`src/circular_deque_defines.svh`:
```
// ----------------------------------------------------------------------------
// circular_deque_defines
// Assertion macros used by the circular deque RTL.
// ----------------------------------------------------------------------------
`ifndef CIRCULAR_DEQUE_DEFINES_SVH
`define CIRCULAR_DEQUE_DEFINES_SVH

// condition holds at every clock edge out of reset
`define CDQ_ASSERT_ALWAYS(lbl, clk, rst_n, cond, msg) \
    lbl: assert property (@(posedge clk) disable iff (!rst_n) (cond)) else $error(msg);

// consequent holds in the same cycle as the antecedent
`define CDQ_ASSERT_IMP(lbl, clk, rst_n, ante, cons, msg) \
    lbl: assert property (@(posedge clk) disable iff (!rst_n) (ante) |-> (cons)) \
        else $error(msg);

// consequent holds in the cycle after the antecedent
`define CDQ_ASSERT_NEXT(lbl, clk, rst_n, ante, cons, msg) \
    lbl: assert property (@(posedge clk) disable iff (!rst_n) (ante) |=> (cons)) \
        else $error(msg);

`endif

```
`src/cdq_pkg.sv`:
```
`timescale 1ns / 1ps
// ----------------------------------------------------------------------------
// cdq_pkg
// Types and constants for the circular deque.
// ----------------------------------------------------------------------------
package cdq_pkg;

    localparam int CDQ_SLOT_COUNT = 16;
    localparam int CDQ_ITEM_BITS  = 32;

    localparam int CAP_W       = 4;
    localparam int FUNC_W      = 3;
    localparam int PORT_ITEM_W = 32;
    localparam int CNT_W       = 4;
    localparam int IN_TDATA_W  = 40;
    localparam int OUT_TDATA_W = 48;

    localparam logic [CAP_W-1:0] CAP_RESET = 4'd15;

    typedef enum logic [FUNC_W-1:0] {
        FUNC_APPEND    = 3'd0,
        FUNC_TAKE_HEAD = 3'd1,
        FUNC_PREPEND   = 3'd2,
        FUNC_TAKE_TAIL = 3'd3,
        FUNC_PEEK_HEAD = 3'd4,
        FUNC_PEEK_TAIL = 3'd5
    } t_func;

endpackage

```
`src/cdq_ram.sv`:
```
`timescale 1ns / 1ps
// ----------------------------------------------------------------------------
// cdq_ram
// Slot storage: one write port, one read port with registered read data.
// ----------------------------------------------------------------------------
module cdq_ram #(
    parameter int DEPTH = cdq_pkg::CDQ_SLOT_COUNT,
    parameter int WIDTH = cdq_pkg::CDQ_ITEM_BITS
) (
    input  logic                     i_clk,
    input  logic                     i_we,
    input  logic [$clog2(DEPTH)-1:0] i_waddr,
    input  logic [WIDTH-1:0]         i_wdata,
    input  logic                     i_re,
    input  logic [$clog2(DEPTH)-1:0] i_raddr,
    output logic [WIDTH-1:0]         o_rdata
);

    logic [WIDTH-1:0] r_mem [DEPTH];
    logic [WIDTH-1:0] r_rdata;

    always_ff @(posedge i_clk) begin
        if (i_we) begin
            r_mem[i_waddr] <= i_wdata;
        end
    end

    always_ff @(posedge i_clk) begin
        if (i_re) begin
            r_rdata <= r_mem[i_raddr];
        end
    end

    assign o_rdata = r_rdata;

endmodule

```
`src/circular_deque.sv`:
```
`timescale 1ns / 1ps
// ----------------------------------------------------------------------------
// circular_deque
// Double-ended ring queue: append/prepend/take/peek at either end, one
// operation per transaction, with occupancy status in every result.
// ----------------------------------------------------------------------------
// channel   direction  ports                         tdata fields (low bit up)
// s         in         i_s_tvalid/o_s_tready/i_s_tdata  func, item_in
// m         out        o_m_tvalid/i_m_tready/o_m_tdata  ok, item_out, count,
//                                                      free_space, is_full,
//                                                      empty_flag
// cfg       in         i_cfg_wr_en/i_cfg_wr_data        capacity
//
// One transaction per cycle unless a result stalls: pointer update and slot
// access finish in the accepting cycle; the result is registered at acceptance.
// Reset clears head and tail and sets capacity to 15; slot contents are kept.
// A stalled result holds; a new transaction is taken in the cycle it leaves.
// ----------------------------------------------------------------------------
`include "circular_deque_defines.svh"

module circular_deque #(
    parameter int SLOT_COUNT = cdq_pkg::CDQ_SLOT_COUNT,
    parameter int ITEM_BITS  = cdq_pkg::CDQ_ITEM_BITS
) (
    input  logic                            i_clk,
    input  logic                            i_rst_n,
    // cfg
    input  logic                            i_cfg_wr_en,
    input  logic [cdq_pkg::CAP_W-1:0]       i_cfg_wr_data,  // capacity
    // s
    input  logic                            i_s_tvalid,
    output logic                            o_s_tready,
    input  logic [cdq_pkg::IN_TDATA_W-1:0]  i_s_tdata,      // func[2:0], item_in[34:3]
    // m
    output logic                            o_m_tvalid,
    input  logic                            i_m_tready,
    output logic [cdq_pkg::OUT_TDATA_W-1:0] o_m_tdata       // ok[0], item_out[32:1],
                                                            // count[36:33],
                                                            // free_space[40:37],
                                                            // is_full[41], empty_flag[42]
);

    localparam int IDX_W = $clog2(SLOT_COUNT);
    localparam int LW    = (IDX_W > cdq_pkg::CAP_W) ? IDX_W : cdq_pkg::CAP_W;
    localparam int FW    = cdq_pkg::FUNC_W;
    localparam int PW    = cdq_pkg::PORT_ITEM_W;

    function automatic logic [IDX_W-1:0] ring_count(
        input logic [IDX_W-1:0] tail,
        input logic [IDX_W-1:0] head,
        input logic [IDX_W-1:0] last
    );
        logic [IDX_W-1:0] diff;
        diff = tail - head;
        if (tail >= head) begin
            ring_count = diff;
        end else begin
            ring_count = diff + last + IDX_W'(1);
        end
    endfunction

    logic [cdq_pkg::CAP_W-1:0] r_cap;
    logic [IDX_W-1:0]          r_head, n_head;
    logic [IDX_W-1:0]          r_tail, n_tail;

    logic                      r_out_valid;
    logic                      r_ok, r_rd_sel;
    logic [IDX_W-1:0]          r_cnt, r_free;
    logic                      r_full, r_empty;

    logic                      s_accept;
    cdq_pkg::t_func            c_func;
    logic [ITEM_BITS-1:0]      c_item;
    logic [LW-1:0]             c_cap_ext;
    logic [IDX_W-1:0]          c_last;
    logic [IDX_W-1:0]          c_head_up, c_head_dn, c_tail_up, c_tail_dn;
    logic                      c_empty;
    logic [IDX_W-1:0]          c_cnt, n_cnt;
    logic                      n_ok, n_rd;
    logic                      c_we;
    logic [IDX_W-1:0]          c_waddr, c_raddr;
    logic [ITEM_BITS-1:0]      c_rdata;
    logic [PW-1:0]             c_item_out;

    assign o_s_tready = !r_out_valid || i_m_tready;
    assign s_accept   = i_s_tvalid && o_s_tready;
    assign c_func     = cdq_pkg::t_func'(i_s_tdata[FW-1:0]);
    assign c_item     = ITEM_BITS'(i_s_tdata[FW+PW-1:FW]);

    assign c_cap_ext  = LW'(r_cap);
    assign c_last     = (c_cap_ext > LW'(SLOT_COUNT - 1)) ? IDX_W'(SLOT_COUNT - 1)
                                                          : IDX_W'(c_cap_ext);
    assign c_head_up  = (r_head == c_last) ? '0 : r_head + IDX_W'(1);
    assign c_tail_up  = (r_tail == c_last) ? '0 : r_tail + IDX_W'(1);
    assign c_head_dn  = (r_head == '0) ? c_last : r_head - IDX_W'(1);
    assign c_tail_dn  = (r_tail == '0) ? c_last : r_tail - IDX_W'(1);
    assign c_empty    = (r_head == r_tail);
    assign c_cnt      = ring_count(r_tail, r_head, c_last);

    always_comb begin
        n_head  = r_head;
        n_tail  = r_tail;
        n_ok    = 1'b0;
        n_rd    = 1'b0;
        c_we    = 1'b0;
        c_waddr = r_tail;
        c_raddr = r_head;
        case (c_func)
            cdq_pkg::FUNC_APPEND: begin
                if (c_tail_up != r_head) begin
                    c_we    = 1'b1;
                    c_waddr = r_tail;
                    n_tail  = c_tail_up;
                    n_ok    = 1'b1;
                end
            end
            cdq_pkg::FUNC_TAKE_HEAD: begin
                if (!c_empty) begin
                    n_rd    = 1'b1;
                    c_raddr = r_head;
                    n_head  = c_head_up;
                    n_ok    = 1'b1;
                end
            end
            cdq_pkg::FUNC_PREPEND: begin
                if (c_head_dn != r_tail) begin
                    c_we    = 1'b1;
                    c_waddr = c_head_dn;
                    n_head  = c_head_dn;
                    n_ok    = 1'b1;
                end
            end
            cdq_pkg::FUNC_TAKE_TAIL: begin
                if (!c_empty) begin
                    n_rd    = 1'b1;
                    c_raddr = c_tail_dn;
                    n_tail  = c_tail_dn;
                    n_ok    = 1'b1;
                end
            end
            cdq_pkg::FUNC_PEEK_HEAD: begin
                if (!c_empty) begin
                    n_rd    = 1'b1;
                    c_raddr = r_head;
                    n_ok    = 1'b1;
                end
            end
            cdq_pkg::FUNC_PEEK_TAIL: begin
                if (!c_empty) begin
                    n_rd    = 1'b1;
                    c_raddr = c_tail_dn;
                    n_ok    = 1'b1;
                end
            end
            default: begin
            end
        endcase
        n_cnt = ring_count(n_tail, n_head, c_last);
    end

    always_ff @(posedge i_clk) begin
        if (!i_rst_n) begin
            r_cap  <= cdq_pkg::CAP_RESET;
            r_head <= '0;
            r_tail <= '0;
        end else if (i_cfg_wr_en) begin
            r_cap  <= i_cfg_wr_data;
            r_head <= '0;
            r_tail <= '0;
        end else if (s_accept) begin
            r_head <= n_head;
            r_tail <= n_tail;
        end
    end

    always_ff @(posedge i_clk) begin
        if (!i_rst_n) begin
            r_out_valid <= 1'b0;
            r_ok        <= 1'b0;
            r_rd_sel    <= 1'b0;
        end else if (s_accept) begin
            r_out_valid <= 1'b1;
            r_ok        <= n_ok;
            r_rd_sel    <= n_rd;
        end else if (i_m_tready) begin
            r_out_valid <= 1'b0;
        end
    end

    always_ff @(posedge i_clk) begin
        if (s_accept) begin
            r_cnt   <= n_cnt;
            r_free  <= c_last - n_cnt;
            r_full  <= (n_cnt == c_last);
            r_empty <= (n_cnt == '0);
        end
    end

    cdq_ram #(
        .DEPTH (SLOT_COUNT),
        .WIDTH (ITEM_BITS)
    ) u_ram (
        .i_clk   (i_clk),
        .i_we    (s_accept && c_we),
        .i_waddr (c_waddr),
        .i_wdata (c_item),
        .i_re    (s_accept && n_rd),
        .i_raddr (c_raddr),
        .o_rdata (c_rdata)
    );

    assign c_item_out = r_rd_sel ? PW'(c_rdata) : '0;
    assign o_m_tvalid = r_out_valid;
    assign o_m_tdata  = {5'b0, r_empty, r_full,
                         cdq_pkg::CNT_W'(r_free), cdq_pkg::CNT_W'(r_cnt),
                         c_item_out, r_ok};

    `CDQ_ASSERT_ALWAYS(a_head_in_ring, i_clk, i_rst_n, r_head <= c_last, "head outside ring")
    `CDQ_ASSERT_ALWAYS(a_tail_in_ring, i_clk, i_rst_n, r_tail <= c_last, "tail outside ring")
    `CDQ_ASSERT_ALWAYS(a_read_needs_ok, i_clk, i_rst_n, !r_rd_sel || r_ok, "read data on failure")
    `CDQ_ASSERT_IMP(a_append_fail_full, i_clk, i_rst_n, s_accept && c_func == cdq_pkg::FUNC_APPEND && !n_ok, c_cnt == c_last, "append refused below capacity")
    `CDQ_ASSERT_NEXT(a_append_grows, i_clk, i_rst_n, s_accept && !i_cfg_wr_en && c_func == cdq_pkg::FUNC_APPEND && n_ok, c_cnt == $past(c_cnt) + IDX_W'(1), "append did not grow count")

endmodule
```
`config.mk`:
```
export PLATFORM = sky130hd
export DESIGN_NAME = circular_deque
export DESIGN_NICKNAME = d
export VERILOG_FILES = /design/src/cdq_pkg.sv /design/src/cdq_ram.sv /design/src/circular_deque.sv
export VERILOG_INCLUDE_DIRS = /design/src /design/src/src
export SDC_FILE = /design/constraint.sdc
export NUM_CORES = 1
export LEC_CHECK = 0
export BUFFER_PORTS_ARGS = -buffer_cell sky130_fd_sc_hd__buf_2
export CORE_MARGIN = 2
export CORE_UTILIZATION = 65
export CTS_CLUSTER_DIAMETER = 200
export CTS_CLUSTER_SIZE = 10
export DETAILED_ROUTE_END_ITERATION = 8
export PLACE_DENSITY = 0.82
export SETUP_SLACK_MARGIN = 0.02
export SLEW_MARGIN = 5
export SYNTH_ARGS = -nofsm -noshare
export SYNTH_HDL_FRONTEND = slang
export SYNTH_HIERARCHICAL = 1
export SYNTH_SLANG_ARGS = --single-unit
export TNS_END_PERCENT = 10
```
`constraint.sdc`:
```
create_clock -name i_clk -period 12.9 [get_ports i_clk]
set_input_delay 0 -clock i_clk [delete_from_list [all_inputs] [get_ports i_clk]]
set_output_delay 0 -clock i_clk [all_outputs]
set_load 0.02 [all_outputs]
```
==> impl_metrics.toml, run 1 <==
[run_status]
run_status = "finished, final reports clean"

[clock_network]
cts_buffer_depth = 3
cts_tree = "done"
clk_latency_ns = 0.56
ctsResizeCount = 0
clk_transition_reported_paths_ns = 0.06
numCtsBuffers = 66
clk_root_buffer_cell = "clkbuf_16"
h-tree-depth = 3
numClockSinks = 569

[yosys]
yosys.cell_types.count = 62
synth_cells = 1187
yosys_most_used_dff = "edfxtp_1"
syn_avg_cell_area_um2 = 19.3
share_of_async_settable_or_async_resettable_flops_after_synthesis = 0
cell_with_the_most_instances_after_synthesis = "edfxtp_1"
synth-warning-count = 6
yosys-top-cells-area = "edfxtp_1, mux4_2, a22oi_1, dfxtp_1, and2_1"
synth.top_cell.area_share = 0.727
synth_area_leader_cell = "edfxtp_1"
synth_common_cells = "edfxtp_1, mux4_2, a22oi_1"
total_standard_cell_area_after_synthesis_um2 = 22900
yosysSeqAreaShare = 0.740
synth_enable_flop_cells = 554
post_synthesis_sequential_element_count = 569

[pwr]
power.ir.vdd_worst_mv = 0.131
power.total_mw = 4.07
total_leakage_power_nw = 8.54
power-per-cell-area_nw_per_um2 = 155

[cells_and_area]
instances_no_fill = 1818
num-nets-final = 1415
area_delta_synth_final_pct = 14.5
share_of_post_route_cells_with_drive_strength_above_1 = 0.253
n_antenna_cell = 0
finish.utilization = 0.756
stdcell_area_um2 = 26200
num-fill-cells = 1816

[setup_path]
reg2reg_setup_slack_ns = 6.88
capture_instance_of_the_worst_register_to_register_path = "r_free[3]$_DFFE_PP_"
path_depth = 20
critical_path_required_ns = 13.20
worst_setup_path_endpoint = "r_free[3]$_DFFE_PP_"
path_buf_inv = 3
startpoint = "r_tail[0]$_SDFFE_PP0P_"
start_kind = "flip-flop"
critical_path.endpoint_type = "flip-flop"
reg2reg_from = "r_tail[0]$_SDFFE_PP0P_"
cp_cell_sequence = "inv_1, ha_1, xor2_1, or4_1, a21bo_2, a211oi_4, o21ai_0, a21oi_1, ha_1, inv_1, fa_1, a21o_1, a21o_1, a21oi_1, mux2i_1, ha_1, inv_1, a21o_1, a21oi_1, xnor2_1"
cpMaxStageDelayCell = "dfxtp_1"
timing.critical_path.max_delay_family = "compound AO/OA/AOI/OAI gates"
criticalPathCategory = "flip-flop to flip-flop"
ff2ff_path_depth = 20
cp_slowest_stage_delay_ns = 0.73
worst_ep_arrival_time_ns = 6.32
crit_path_max_fanout = 14

[timing]
hold_violations = 0
finalWorstPathRequiredPeriod_ns = 6.02
holdWs_ns = 0.0806
finalSetupViolations = 0
fin_crit_sh = 0.467
timing.final.ws_setup_ns = 6.88
finalSetupTns_ns = 0
grt_setup_unrepaired = "no"
worstMarginPinSlew_ns = 1.31
max_transition_margin = 0.122
final-max-slew-violation-count = 0
skew_ns = 0.0193
max_fclk_ghz = 0.166

[die]
pin_count = 99
fp.dieArea_um2 = 36700
floorplan.die.width_um = 192
core-area_um2 = 34600
floorplan.die.height_um = 192
fp-row-count = 68
initial_utilization = 0.661

[drt]
violation_count_after_the_first_detailed_routing_iteration = 1498
route.detailed.drc = 0
total_iterations_of_the_first_detailed_routing_run = 6
finalWirelength_um = 53300
vias_per_cell = 6.81
final_antenna_net_count = 0
via_count = 12400
wl_per_cell_um = 29.3

[placement]
io_buffer_count = 88
gp_congestion = 0.842
post_dp_cell_area_um2 = 23900
post-place-ws_ns = 7.02
detailed_place_hpwl_um = 26400
dp_cells = 1687

[global_route]
global_route_wire_length_before_repair_um = 79000
grt.total_usage = 0.301
global_route.overflow_total = 0
antenna_found_initial = 0
first_global_vias = 12600
grt_max_degree = 91

[worst_hold_path]
hold_path.class = "input port to flip-flop"
holdPathStages = 5

[job]
drv_cap = 0
## flip-flops by register name, summed over array words and instances, names as in the netlist
name	count
c_cap_ext	4
o_m_tvalid	1
r_empty	1
u_ram/r_mem	512
u_ram/o_rdata	32
r_ok	1
r_free	4
r_full	1
r_head	4
r_cnt	4
r_rd_sel	1
r_tail	4
## cells by family after synthesis
logic type | count (synthesis) | share of synthesized area
XOR/XNOR | 29 | 0.0111
AO/OA/AOI/OAI | 152 | 0.0461
flip-flops | 569 | 0.740
adder cells (fa/ha/maj) | 17 | 0.0103
other | 1 | 0.000164
multiplexers | 138 | 0.131
AND/OR/NAND/NOR | 189 | 0.0420
buffers and inverters | 92 | 0.0194
## timing repair
action                    4_1_cts  5_1_grt
hold buffers                   49        0
buffers inserted                0        0
hold endpoints to repair      525        0
## worst min path at each step
stage                                 from                   endpoint  slack [ns]
final                         i_s_tdata[0]     r_head[2]$_SDFFE_PP0P_        0.08
after global routing          i_s_tdata[0]          r_ok$_SDFFE_PN0P_        0.17
after CTS                     i_s_tdata[0]     r_head[2]$_SDFFE_PP0P_        0.07
after detailed placement  i_cfg_wr_data[3]  c_cap_ext[3]$_SDFFE_PN1P_        0.23
after global placement    i_cfg_wr_data[2]  c_cap_ext[2]$_SDFFE_PN1P_        0.22
after floorplan                    i_rst_n  c_cap_ext[2]$_SDFFE_PN1P_        0.06
## power breakdown
| group | leakage, nW | switching [mW] | internal, mW | total (mW) |
|---|---|---|---|---|
| clock | 0.880 | 0.677 | 0.945 | 1.62 |
| combinational | 2.54 | 0.215 | 0.152 | 0.367 |
| sequential | 5.12 | 0.0131 | 2.07 | 2.08 |
## cell type report
class                      count  area [um2]  area share
clock buffer                  78        1740      0.0664
clock inverter                 4        68.8     0.00263
sequential                   569       16900       0.647
timing repair buffer         162        1130      0.0432
inverter                      20        75.1     0.00287
multi-input combinational    530        5670       0.217
tap                          455         569      0.0217
## routing by layer
layer  share of wire  vias to the layer above  track usage
li1                -                     5104            -
met1            0.38                     6362        0.411
met2            0.51                      770        0.498
met3           0.080                      143       0.0464
met4           0.034                        0        0.117
met5               0                        -            0
## worst register-to-register path, stage by stage, from the launching register on
cell	delay, ns
dfxtp_1	0.73
inv_1	0.23
ha_1	0.44
xor2_1	0.17
or4_1	0.58
a21bo_2	0.26
a211oi_4	0.41
o21ai_0	0.16
a21oi_1	0.20
ha_1	0.17
inv_1	0.07
fa_1	0.40
a21o_1	0.17
a21o_1	0.17
a21oi_1	0.39
mux2i_1	0.40
ha_1	0.28
inv_1	0.06
a21o_1	0.17
a21oi_1	0.20
xnor2_1	0.10
## cell usage in the layout (no fill, tap or decap), types with 7 or more instances in the layout
cell	instances
edfxtp_1	554
mux4_2	128
buf_2	88
clkbuf_16	68
a22oi_1	67
nand2_1	59
dlygate4sd3_1	49
and2_1	35
a21oi_1	26
buf_4	24
o21ai_0	22
inv_1	20
xnor2_1	20
nor2_1	20
dfxtp_1	15
nor2_4	14
ha_1	14
clkbuf_1	10
xor2_1	9
nand2b_1	8
mux2i_1	8
nor3_1	7
No activity file was read; power rests on OpenSTA's default activity.
==> run 2: changes to the inputs <==
Settings changed: CORE_UTILIZATION 65 to 61, PLACE_DENSITY 0.82 to 0.78.
Clock period 12.9 ns to 6.15 ns, I/O delays scaled along.
==> run 2 against run 1 <==
Final cell count increased by 1.2%. Die area increased by 6.4%. Critical path depth unchanged. Flip-flop and latch count unchanged.
==> impl_metrics.toml, run 2 (same netlist as run 1, synthesis figures left out) <==
[die]
fp-row-count = 70
pin_count = 99
core-area_um2 = 36800
floorplan.die.width_um = 198
floorplan.die.height_um = 198
initial_utilization = 0.622
fp.dieArea_um2 = 39100

[clock_network]
h-tree-depth = 3
clk_transition_reported_paths_ns = 0.06
ctsResizeCount = 0
cts_tree = "done"
clk_latency_ns = 0.59
numClockSinks = 569
clk_root_buffer_cell = "clkbuf_16"
cts_buffer_depth = 3
numCtsBuffers = 66

[setup_path]
reg2reg_setup_slack_ns = 0.45
cp_slowest_stage_delay_ns = 0.60
worst_ep_arrival_time_ns = 6.04
cp_cell_sequence = "inv_1, ha_1, xor2_1, or4_1, a21bo_2, a211oi_4, o21ai_0, a21oi_1, ha_1, inv_1, fa_1, a21o_1, a21o_1, a21oi_1, mux2i_1, ha_1, inv_1, a21o_1, a21oi_1, xnor2_1"
reg2reg_from = "r_tail[1]$_SDFFE_PP0P_"
start_kind = "flip-flop"
path_buf_inv = 3
critical_path.endpoint_type = "flip-flop"
ff2ff_path_depth = 20
criticalPathCategory = "flip-flop to flip-flop"
capture_instance_of_the_worst_register_to_register_path = "r_free[3]$_DFFE_PP_"
cpMaxStageDelayCell = "dfxtp_1"
crit_path_max_fanout = 11
critical_path_required_ns = 6.49
path_depth = 20
timing.critical_path.max_delay_family = "compound AO/OA/AOI/OAI gates"

[global_route]
global_route_wire_length_before_repair_um = 76600
grt.total_usage = 0.274
antenna_found_initial = 1
grt_max_degree = 81
global_route.overflow_total = 0
first_global_vias = 12200

[pwr]
total_leakage_power_nw = 8.60
total_switching_power_mw = 1.86
switching_share = 0.219
sequentialPowerShare = 0.511
power.ir.vdd_worst_mv = 0.294
clockPowerShare = 0.399
power-per-cell-area_nw_per_um2 = 324
power.combinational.fraction = 0.090
cell_internal_pwr_mw = 6.66

[drt]
finalWirelength_um = 51200
final_antenna_net_count = 0
vias_per_cell = 6.55
via_count = 12100
route.detailed.drc = 0
total_iterations_of_the_first_detailed_routing_run = 5
violation_count_after_the_first_detailed_routing_iteration = 1072
wl_per_cell_um = 27.8

[cells_and_area]
num-fill-cells = 2162
max_flop_register = "u_ram/r_mem"
area_delta_synth_final_pct = 15.0
largest_register_ff_count = 512
share_of_post_route_cells_with_drive_strength_above_1 = 0.258
layout_commonest_cell = "edfxtp_1"
mostFrequentLayoutCells = "edfxtp_1, mux4_2, buf_2"
num-nets-final = 1423

[placement]
detailed_place_hpwl_um = 26500
io_buffer_count = 88
gp_congestion = 0.855

[timing]
skew_ns = 0.0369
finalSetupViolations = 0
finalSetupTns_ns = 0
hold_violations = 0
fin_crit_sh = 0.928
max_transition_margin = 0.236
max_fclk_ghz = 0.175
final-max-slew-violation-count = 0
holdWs_ns = 0.100
grt_setup_unrepaired = "no"
finalWorstPathRequiredPeriod_ns = 5.70
worstMarginPinSlew_ns = 1.13

[worst_hold_path]
holdCritStartpoint = "i_s_tdata[1]"
hold_path_end = "r_head[2]$_SDFFE_PP0P_"
holdPathStages = 4
hold_path.class = "input port to flip-flop"

[job]
drv_cap = 0

[run_status]
run_status = "finished, final reports clean"
run 2: through the flow:
step | power [mW] | setup WS, ns | utilization | area (um2) | instances
after floorplan | 4.95 | 0.824 | - | 22900 | 1191
after global placement | 5.15 | 0.654 | 0.652 | 24000 | 1708
after detailed placement | 5.16 | 0.545 | 0.652 | 24000 | 1708
after CTS | 8.58 | 0.504 | 0.715 | 26300 | 1839
after global routing | 8.79 | 0.0862 | 0.715 | 26300 | 1840
final | 8.52 | 0.446 | 0.715 | 26300 | 1840
run 2: area by class of cell:
| cell class | count | area [um2] | share of cell area |
|---|---|---|---|
| Multi-Input combinational cell | 530 | 5670 | 0.216 |
| Sequential cell | 569 | 16900 | 0.644 |
| Clock inverter | 4 | 61.3 | 0.00233 |
| Tap cell | 468 | 586 | 0.0223 |
| Antenna cell | 1 | 2.50 | 0.0000952 |
| Clock buffer | 78 | 1760 | 0.0669 |
| Timing Repair Buffer | 170 | 1200 | 0.0458 |
| Inverter | 20 | 75.1 | 0.00285 |
run 2: worst reg2reg max path: cells and delay by family, from the launching register on:
family	cells	cell delay [ns]
AO/OA/AOI/OAI	9	2.15
XOR/XNOR	2	0.26
adder cells (fa/ha/maj)	4	1.21
buffers and inverters	3	0.32
flip-flops	1	0.60
multiplexers	1	0.35
AND/OR/NAND/NOR	1	0.56
run 2: power groups by stage:
| stage | Combinational, mW | Clock, mW | Sequential [mW] |
|---|---|---|---|
| 5_1_grt | 0.836 | 3.60 | 4.35 |
| 2_1_floorplan | 0.499 | 0 | 4.45 |
| 4_1_cts | 0.770 | 3.45 | 4.35 |
| 3_3_place_gp | 0.720 | 0 | 4.43 |
| 3_5_place_dp | 0.732 | 0 | 4.43 |
| 6_report | 0.767 | 3.40 | 4.35 |
run 2: worst max-delay path by stage:
stage	start	endpoint	slack, ns
floorplan	r_head[0]$_SDFFE_PP0P_	u_ram/r_mem[0][0]$_DFFE_PP_	0.82
global placement	r_tail[1]$_SDFFE_PP0P_	r_free[3]$_DFFE_PP_	0.65
detailed placement	r_tail[1]$_SDFFE_PP0P_	r_free[3]$_DFFE_PP_	0.54
CTS	r_tail[1]$_SDFFE_PP0P_	r_free[3]$_DFFE_PP_	0.50
global route	r_tail[1]$_SDFFE_PP0P_	r_free[3]$_DFFE_PP_	0.09
finish	r_tail[1]$_SDFFE_PP0P_	r_free[3]$_DFFE_PP_	0.45
run 2: what timing repair did:
action,in CTS,in global routing
hold buffers,49,0
endpoints found under the hold margin,524,0
setup buffers,0,0
run 2: per-layer routing:
| layer | share of wire | up-vias | GRT usage |
|---|---|---|---|
| li1 | - | 5117 | - |
| met1 | 0.38 | 6206 | 0.378 |
| met2 | 0.51 | 642 | 0.445 |
| met3 | 0.077 | 90 | 0.0507 |
| met4 | 0.029 | 0 | 0.105 |
| met5 | 0 | - | 0 |
==> run 3: changes to the inputs <==
Settings changed: CORE_UTILIZATION 61 to 57, PLACE_DENSITY 0.78 to 0.74.
==> run 3 against run 2 <==
Combinational power increased by 0.5%. Largest power group unchanged. Routed wire length decreased by 2.2%. Non-clock buffer count unchanged. Largest cell class unchanged. Via count decreased by 0.87%. Hold slack got worse by 0.052 ns. Power decreased by 0.19%. Sequential power about the same.
==> impl_metrics.toml, run 3 (same netlist as run 1, synthesis figures left out) <==
[timing]
finalWorstPathRequiredPeriod_ns = 5.64
grt_setup_unrepaired = "no"
max_fclk_ghz = 0.177
hold_violations = 0
finalSetupTns_ns = 0
final-max-slew-violation-count = 0
worstMarginPinSlew_ns = 1.24
finalSetupViolations = 0
max_transition_margin = 0.169
holdWs_ns = 0.0482
fin_crit_sh = 0.917
skew_ns = 0.0367

[cells_and_area]
layout_commonest_cell = "edfxtp_1"
num-nets-final = 1423
max_flop_register = "u_ram/r_mem"
mostFrequentLayoutCells = "edfxtp_1, mux4_2, buf_2"
area_delta_synth_final_pct = 15.3
n_antenna_cell = 0
largest_register_ff_count = 512
share_of_post_route_cells_with_drive_strength_above_1 = 0.259
num-fill-cells = 2588

[setup_path]
crit_path_max_fanout = 11
capture_instance_of_the_worst_register_to_register_path = "r_full$_DFFE_PP_"
cp_slowest_stage_delay_ns = 0.61
reg2reg_from = "r_tail[1]$_SDFFE_PP0P_"
start_kind = "flip-flop"
criticalPathCategory = "flip-flop to flip-flop"
critical_path_required_ns = 6.49
critical_path.endpoint_type = "flip-flop"
reg2reg_setup_slack_ns = 0.51
path_buf_inv = 2
cpMaxStageDelayCell = "dfxtp_1"
worst_ep_arrival_time_ns = 5.98
timing.critical_path.max_delay_family = "adder cells"
cp_cell_sequence = "inv_1, ha_1, xor2_1, or4_1, a21bo_2, a211oi_4, o21ai_0, a21oi_1, ha_1, inv_1, fa_1, ha_1, nor2b_1, o21a_1, o21ai_0, nand3b_1, xnor2_1, xnor2_1, and4_1"
ff2ff_path_depth = 19
most_used_cell_along_the_critical_path = "ha_1"

[run_status]
run_status = "finished, final reports clean"

[drt]
wl_per_cell_um = 26.3
route.detailed.drc = 0
vias_per_cell = 6.29
violation_count_after_the_first_detailed_routing_iteration = 1193
final_antenna_net_count = 0
total_iterations_of_the_first_detailed_routing_run = 5
via_count = 12000
finalWirelength_um = 50000

[worst_hold_path]
holdPathStages = 5
hold_path_end = "r_head[2]$_SDFFE_PP0P_"
holdCritStartpoint = "i_s_tdata[2]"
hold_path.class = "input port to flip-flop"

[pwr]
power.combinational.fraction = 0.091
power.ir.vdd_worst_mv = 0.346
sequentialPowerShare = 0.512
switching_share = 0.222
clockPowerShare = 0.397
total_switching_power_mw = 1.89
cell_internal_pwr_mw = 6.62
total_leakage_power_nw = 8.59
power-per-cell-area_nw_per_um2 = 322

[global_route]
grt_max_degree = 77
global_route_wire_length_before_repair_um = 74700
antenna_found_initial = 0
first_global_vias = 12100
global_route.overflow_total = 0
grt.total_usage = 0.247

[clock_network]
clk_root_buffer_cell = "clkbuf_16"
cts_setup_buffers = 0
numCtsBuffers = 66
cts_tree = "done"
clk_transition_reported_paths_ns = 0.06
clk_latency_ns = 0.59
cts_buffer_depth = 3
h-tree-depth = 3
numClockSinks = 569

[die]
floorplan.die.height_um = 204
initial_utilization = 0.577
core-area_um2 = 39600
fp-row-count = 73
pin_count = 99
fp.dieArea_um2 = 41700
floorplan.die.width_um = 204

[job]
drv_cap = 0

[placement]
io_buffer_count = 88
gp_congestion = 0.834
detailed_place_hpwl_um = 26800
-- run 3: cell count changes in the layout (fill, tap and decap cells not counted) --
cell / delta
buf_12: +3
inv_6: +3
inv_16: -1
diode_2: -1
buf_4: -2
a21oi_1: -1
clkbuf_1: +3
clkbuf_16: -2
a21oi_2: +1
dlygate4sd3_1: -1
-- run 3: area by class of cell --
type                       instances  area [um2]  share of cell area
sequential                       569       16900               0.642
multi-input combinational        530        5680               0.215
clock buffer                      79        1720              0.0653
timing repair buffer             170        1240              0.0470
tap                              525         657              0.0249
inverter                          20        75.1             0.00285
clock inverter                     6        67.6             0.00256
-- run 3: repair_timing --
action / 4_1_cts / 5_1_grt
hold buffers: 48 / 0
endpoints found under the hold margin: 526 / 0
endpoints found under the setup margin: 0 / 1
gates resized for setup: 0 / 1
-- run 3: power by group through the flow --
stage	clock [mW]	sequential, mW	combinational (mW)
floorplan	0	4.45	0.499
global placement	0	4.43	0.727
detailed placement	0	4.43	0.742
CTS	3.44	4.35	0.773
global route	3.58	4.35	0.838
finish	3.38	4.35	0.771
-- run 3: per-layer routing --
layer,wire length [um],vias up,global-route usage
met2,24500,506,0.401
li1,-,5132,-
met4,1200,0,0.0818
met3,3800,72,0.0450
met5,0,-,0
met1,20500,6240,0.343
-- run 3: how the worst max path moves through the flow --
stage	start	endpoint	cells after the start
3_3_place_gp	r_tail[1]$_SDFFE_PP0P_	r_free[3]$_DFFE_PP_	20
2_1_floorplan	r_head[0]$_SDFFE_PP0P_	u_ram/r_mem[0][0]$_DFFE_PP_	12
5_1_grt	r_tail[1]$_SDFFE_PP0P_	r_free[3]$_DFFE_PP_	20
3_5_place_dp	r_tail[1]$_SDFFE_PP0P_	r_free[3]$_DFFE_PP_	20
4_1_cts	r_tail[1]$_SDFFE_PP0P_	r_free[3]$_DFFE_PP_	20
6_report	r_tail[1]$_SDFFE_PP0P_	r_full$_DFFE_PP_	19
-- run 3: worst register-to-register path, delay by kind of cell (launching register included) --
kind                       cells  cell delay [ns]
xor gates and xnor gates       3             0.66
DFF                            1             0.61
buffers and inverters          2             0.29
AOI/OAI and AO/OA              6             1.38
and+or+nand+nor                4             1.05
adders and majority gates      4             1.40
-- run 3: metrics by stage --
stage | util | power [mW] | std cells | setup slack [ns] | area [um2]
floorplan | - | 4.95 | 1191 | 0.824 | 22900
global placement | 0.608 | 5.16 | 1766 | 0.563 | 24100
detailed placement | 0.608 | 5.17 | 1766 | 0.503 | 24100
CTS | 0.665 | 8.56 | 1899 | 0.470 | 26400
global route | 0.665 | 8.78 | 1899 | 0.162 | 26400
finish | 0.665 | 8.50 | 1899 | 0.512 | 26400
